[config.mk]
export PLATFORM = sky130hd
export DESIGN_NAME = brf_ctrl
export DESIGN_NICKNAME = d
export VERILOG_FILES = /design/src/brf_pkg.sv /design/src/brf_ctrl.sv
export SDC_FILE = /design/constraint.sdc
export NUM_CORES = 1
export LEC_CHECK = 0
export ABC_AREA = 1
export BUFFER_PORTS_ARGS = -buffer_cell sky130_fd_sc_hd__clkbuf_2
export CORE_ASPECT_RATIO = 1.25
export CORE_MARGIN = 2
export CORE_UTILIZATION = 58
export DETAILED_ROUTE_END_ITERATION = 12
export PLACE_DENSITY_LB_ADDON = 0.1
export SETUP_SLACK_MARGIN = 0.1
export SLEW_MARGIN = 20
export SYNTH_ARGS = -nofsm -noshare
export SYNTH_HDL_FRONTEND = slang
export SYNTH_SLANG_ARGS = --single-unit
[constraint.sdc]
create_clock -name clk -period 3.5 [get_ports clk]
set_clock_uncertainty 0.2 [all_clocks]
set_input_delay 0.7 -clock clk [delete_from_list [all_inputs] [get_ports clk]]
set_output_delay 0.7 -clock clk [all_outputs]
set_load 0.05 [all_outputs]
[src/brf_pkg.sv]
`default_nettype none

package brf_pkg;

  localparam int CAP_W  = 13;
  localparam int BYTE_W = 8;
  localparam int IDX_W  = 2;

  localparam logic [1:0] KIND_PUSH  = 2'd0;
  localparam logic [1:0] KIND_POP   = 2'd1;
  localparam logic [1:0] KIND_CLEAR = 2'd2;

  localparam logic [IDX_W-1:0] REG_DROP_NEWEST = 2'd0;
  localparam logic [IDX_W-1:0] REG_CAPACITY    = 2'd1;

  typedef struct packed {
    logic [1:0]        kind;
    logic [BYTE_W-1:0] data_in;
  } req_word_t;

  typedef struct packed {
    logic [BYTE_W-1:0] data_out;
    logic              done_res;
    logic              dropped;
    logic [CAP_W-1:0]  fill_level;
  } rsp_word_t;

  typedef struct packed {
    logic             pop_hit;
    logic             done_res;
    logic             dropped;
    logic [CAP_W-1:0] fill_level;
  } res_info_t;

endpackage

`default_nettype wire

[src/brf_ctrl.sv]
`default_nettype none

module brf_ctrl #(
  parameter int DEPTH = 4096
) (
  input  wire logic                           clk,
  input  wire logic                           rst,
  input  wire logic                           accept,
  input  wire brf_pkg::req_word_t             req,
  input  wire logic                           cfg_we,
  input  wire logic [brf_pkg::IDX_W-1:0]      cfg_index,
  input  wire logic [brf_pkg::CAP_W-1:0]      cfg_data,
  output      logic                           mem_we,
  output      logic [$clog2(DEPTH)-1:0]       mem_waddr,
  output      logic [brf_pkg::BYTE_W-1:0]     mem_wdata,
  output      logic                           mem_re,
  output      logic [$clog2(DEPTH)-1:0]       mem_raddr,
  output      brf_pkg::res_info_t             info
);

  import brf_pkg::*;

  localparam int PTR_W = $clog2(DEPTH);
  localparam int CNT_W = $clog2(DEPTH + 1);

  logic [PTR_W-1:0] write_pos, write_pos_next;
  logic [PTR_W-1:0] read_pos, read_pos_next;
  logic [CNT_W-1:0] held_count, held_count_next;
  logic [CNT_W-1:0] capacity, cap_clamped;
  logic             drop_newest;
  logic             full, empty;
  logic [31:0]      cfg_wide;

  function automatic logic [PTR_W-1:0] next_pos(input logic [PTR_W-1:0] p,
                                                input logic [CNT_W-1:0] cap);
    logic [31:0] n;
    n = 32'(p) + 32'd1;
    return (n >= 32'(cap)) ? '0 : n[PTR_W-1:0];
  endfunction

  assign full  = held_count >= capacity;
  assign empty = held_count == '0;

  assign cfg_wide = 32'(cfg_data);
  always_comb begin
    if (cfg_wide == 32'd0) begin
      cap_clamped = CNT_W'(1);
    end else if (cfg_wide > 32'(DEPTH)) begin
      cap_clamped = CNT_W'(DEPTH);
    end else begin
      cap_clamped = cfg_wide[CNT_W-1:0];
    end
  end

  always_comb begin
    write_pos_next  = write_pos;
    read_pos_next   = read_pos;
    held_count_next = held_count;
    mem_we          = 1'b0;
    mem_re          = 1'b0;
    info.pop_hit    = 1'b0;
    info.done_res   = 1'b0;
    info.dropped    = 1'b0;
    case (req.kind)
      KIND_PUSH: begin
        if (full) begin
          info.dropped = 1'b1;
          if (!drop_newest) begin
            mem_we         = 1'b1;
            read_pos_next  = next_pos(read_pos, capacity);
            write_pos_next = next_pos(write_pos, capacity);
            info.done_res  = 1'b1;
          end
        end else begin
          mem_we          = 1'b1;
          write_pos_next  = next_pos(write_pos, capacity);
          held_count_next = held_count + CNT_W'(1);
          info.done_res   = 1'b1;
        end
      end
      KIND_POP: begin
        if (!empty) begin
          mem_re          = 1'b1;
          read_pos_next   = next_pos(read_pos, capacity);
          held_count_next = held_count - CNT_W'(1);
          info.done_res   = 1'b1;
          info.pop_hit    = 1'b1;
        end
      end
      KIND_CLEAR: begin
        write_pos_next  = '0;
        read_pos_next   = '0;
        held_count_next = '0;
      end
      default: begin
      end
    endcase
    mem_we = mem_we & accept;
    mem_re = mem_re & accept;
    info.fill_level = CAP_W'(held_count_next);
  end

  assign mem_waddr       = write_pos;
  assign mem_wdata       = req.data_in;
  assign mem_raddr       = read_pos;

  always_ff @(posedge clk) begin
    if (rst) begin
      write_pos   <= '0;
      read_pos    <= '0;
      held_count  <= '0;
      drop_newest <= 1'b0;
      capacity    <= CNT_W'(DEPTH);
    end else if (cfg_we) begin
      if (cfg_index == REG_DROP_NEWEST) begin
        drop_newest <= cfg_data[0];
      end else if (cfg_index == REG_CAPACITY) begin
        capacity   <= cap_clamped;
        write_pos  <= '0;
        read_pos   <= '0;
        held_count <= '0;
      end
    end else if (accept) begin
      write_pos  <= write_pos_next;
      read_pos   <= read_pos_next;
      held_count <= held_count_next;
    end
  end

endmodule

`default_nettype wire

==> impl_metrics.yaml <==
run_status:
  status: "complete, no violations"
floorplanning:
  die_h_um: 105
  coreArea_um2: 7880
  fp.dieW_um: 84.9
  row_count: 36
  dieArea_um2: 8930
  pin_count: 79
  initial_core_util_pct: 60.3
clocking:
  clk_latency_ps: 320
  cts_made_buffers: 5
  clock_sinks: 51
  root_buffer: "clkbuf_8"
  cts_tree: "done"
  cts_hold_buf: 0
  clk_path_buf_depth: 2
  path_clk_slew_ps: 100
  htreeDepth: 2
cells_and_area:
  final_common_cell: "nand2_1"
  synthToLayoutAreaGrowth_pct: 11.5
  final_cell_mix: "nand2_1 (178), inv_1 (86), nor2_1 (66), a21oi_1 (55), nand3_1 (54)"
  fillerInstances: 727
  n_antenna_cell: 0
  final_core_util_pct: 67.2
  nets: 865
  layout-drive-gt1-share_pct: 18.2
sta:
  setup_ws_ps: 247
  max_freq_mhz: 307
  finalSetupTns_ps: 0
  slew_headroom_pct: 43.3
  drv_slew: 0
  worst_pin_slew_ps: 851
  setup_viol: 0
  period_share_pct: 92.9
  hold_viol_final: 0
  rsz0062_at_grt: "yes"
  min_period_ps: 3250
detailed_routing:
  highest_layer: "met4"
  routed-wl-met3_um: 640
  vias: 5115
  wl_per_cell_um: 15.9
  drtIter0Drc: 267
  wl_met2_mm: 7.30
  wl_met1_mm: 5.45
  drc: 0
  ant_nets: 0
  viasPerCell: 5.77
  firstDrtPassIters: 5
  wl_mm: 14.1
global_route:
  grt_max_degree: 33
  grt_pass1_wl_mm: 22.8
  antenna_found_initial: 0
  grt_use_total_pct: 31.4
  overflow: 0
  grt_pass1_vias: 4859
power:
  peakVddDrop_v: 0.000231
  leakagePower_uw: 0.00253
  power_density_nw_per_um2: 299
worst_setup_path:
  worstSetupPathType: "register to primary output"
  worstSetupStartpointType: "register"
  cp.arrival_ps: 2350
  cp_max_fo: 7
  required_ps: 2600
  end_kind: "primary output"
place:
  dpl.hpwl_mm: 11.1
  routabilityCongestion: 0.994
  pre_cts_ws_ps: 358
  io_buffers: 62
synthesis:
  avgSynthCellArea_um2: 6.46
  ys_seq_elements: 51
  netlist_area_um2: 4750
  synth_cells: 735
  ys_seq_area_share_pct: 21.5
  synth_fp_nets: 809
  yosysTopAreaCell: "dfxtp_1"
  synth_warnings: 0
  ys_types: 40
  synth_top_area_share_pct: 21.5
  synth_area_leaders: "dfxtp_1 (21%), nand2_1 (14%), ha_1 (12%)"
hold_path:
  hp-class: "register to register"
run:
  cap_viol_max_count: 0
[per-layer routing]
metal  vias up  global-route usage [%]
li1       2530                       -
met1      2345                    35.5
met2       185                    56.0
met3        55                    3.63
met4         0                    17.6
met5         -                       0
[cell families (layout without fill, tap and decap cells)]
family / after synthesis / in the layout / synth area share, %
fa+ha+maj: 45 / 45 / 11.9
flops: 51 / 51 / 21.5
simple gates: 389 / 389 / 37.7
buf+inv: 124 / 181 / 11.6
xor+xnor: 25 / 25 / 4.61
compound gates: 101 / 101 / 12.7
[cell usage after synthesis (all sizes together)]
master and count:
dfxtp 51, nor4 1, xnor2 3, nor2 76, buf 21, o211ai 2
clkbuf 13, nand3 57, nand4 41, nand2 192, a22oi 2, a311oi 1
or3 1, a31oi 2, a21oi 67, nand3b 1, ha 45, xor2 22
inv 90, o21ai 23, nor3 19, nor3b 1, a21o 2, o21bai 2
[power breakdown]
part / total [µW] / leakage (µW) / switching (µW) / internal (µW)
clock network: 497 / 0.0000644 / 212 / 285
logic: 483 / 0.00205 / 348 / 136
registers: 603 / 0.000414 / 13.0 / 590
total: 1580 / 0.00253 / 572 / 1010
[worst max-delay path, stage by stage, from the launching register on]
cell      delay, ps
dfxtp_1         340
inv_1           110
ha_1            310
nand2_1         100
inv_1            50
nand2_1          70
nand3_1         110
nand2_2         140
nand3_4         130
buf_4           200
nand2_1          60
nand3_1          90
nand2_1         100
clkbuf_4        240
[state kept, by name, indices dropped and copies added (netlist names)]
| name | cells |
|---|---|
| capacity | 13 |
| drop_newest | 1 |
| held_count | 13 |
| mem_raddr | 12 |
| mem_waddr | 12 |
[repair_timing]
| item | CTS | global route |
|---|---|---|
| pin swaps | 1 | 1 |
| setup endpoints to repair | 11 | 27 |
| gates resized for setup | 3 | 31 |
| buffers inserted | 3 | 1 |
[metrics by stage]
stage | power (µW) | instances | instance area [µm²] | hold WS (ps)
after floorplan | 985 | 735 | 4750 | 245
after global placement | 1070 | 875 | 5090 | 255
after detailed placement | 1080 | 875 | 5090 | 260
after CTS | 1580 | 886 | 5260 | 276
after global routing | 1650 | 887 | 5300 | 295
final | 1580 | 887 | 5300 | 272
[cell type report]
type                            count  area, µm²  area share (%)
Sequential cell                    51       1030            19.4
Inverter                           90        340            6.42
Clock buffer                        5       68.8            1.30
Multi-Input combinational cell    560       3180            60.1
Tap cell                           95        119            2.24
Timing Repair Buffer               83        494            9.33
Clock inverter                      3       67.6            1.28
[worst paths after layout]
path / startpoint / to / slack (ps) / cells past startpoint
max: capacity[4] / info[7] / 250 / 13
min: capacity[7] / capacity[7] / 270 / 2
max reg2reg: mem_raddr[0] / mem_raddr[8] / 470 / 15
min reg2reg: capacity[7] / capacity[7] / 270 / 2
No activity file was read; power rests on OpenSTA's default activity.
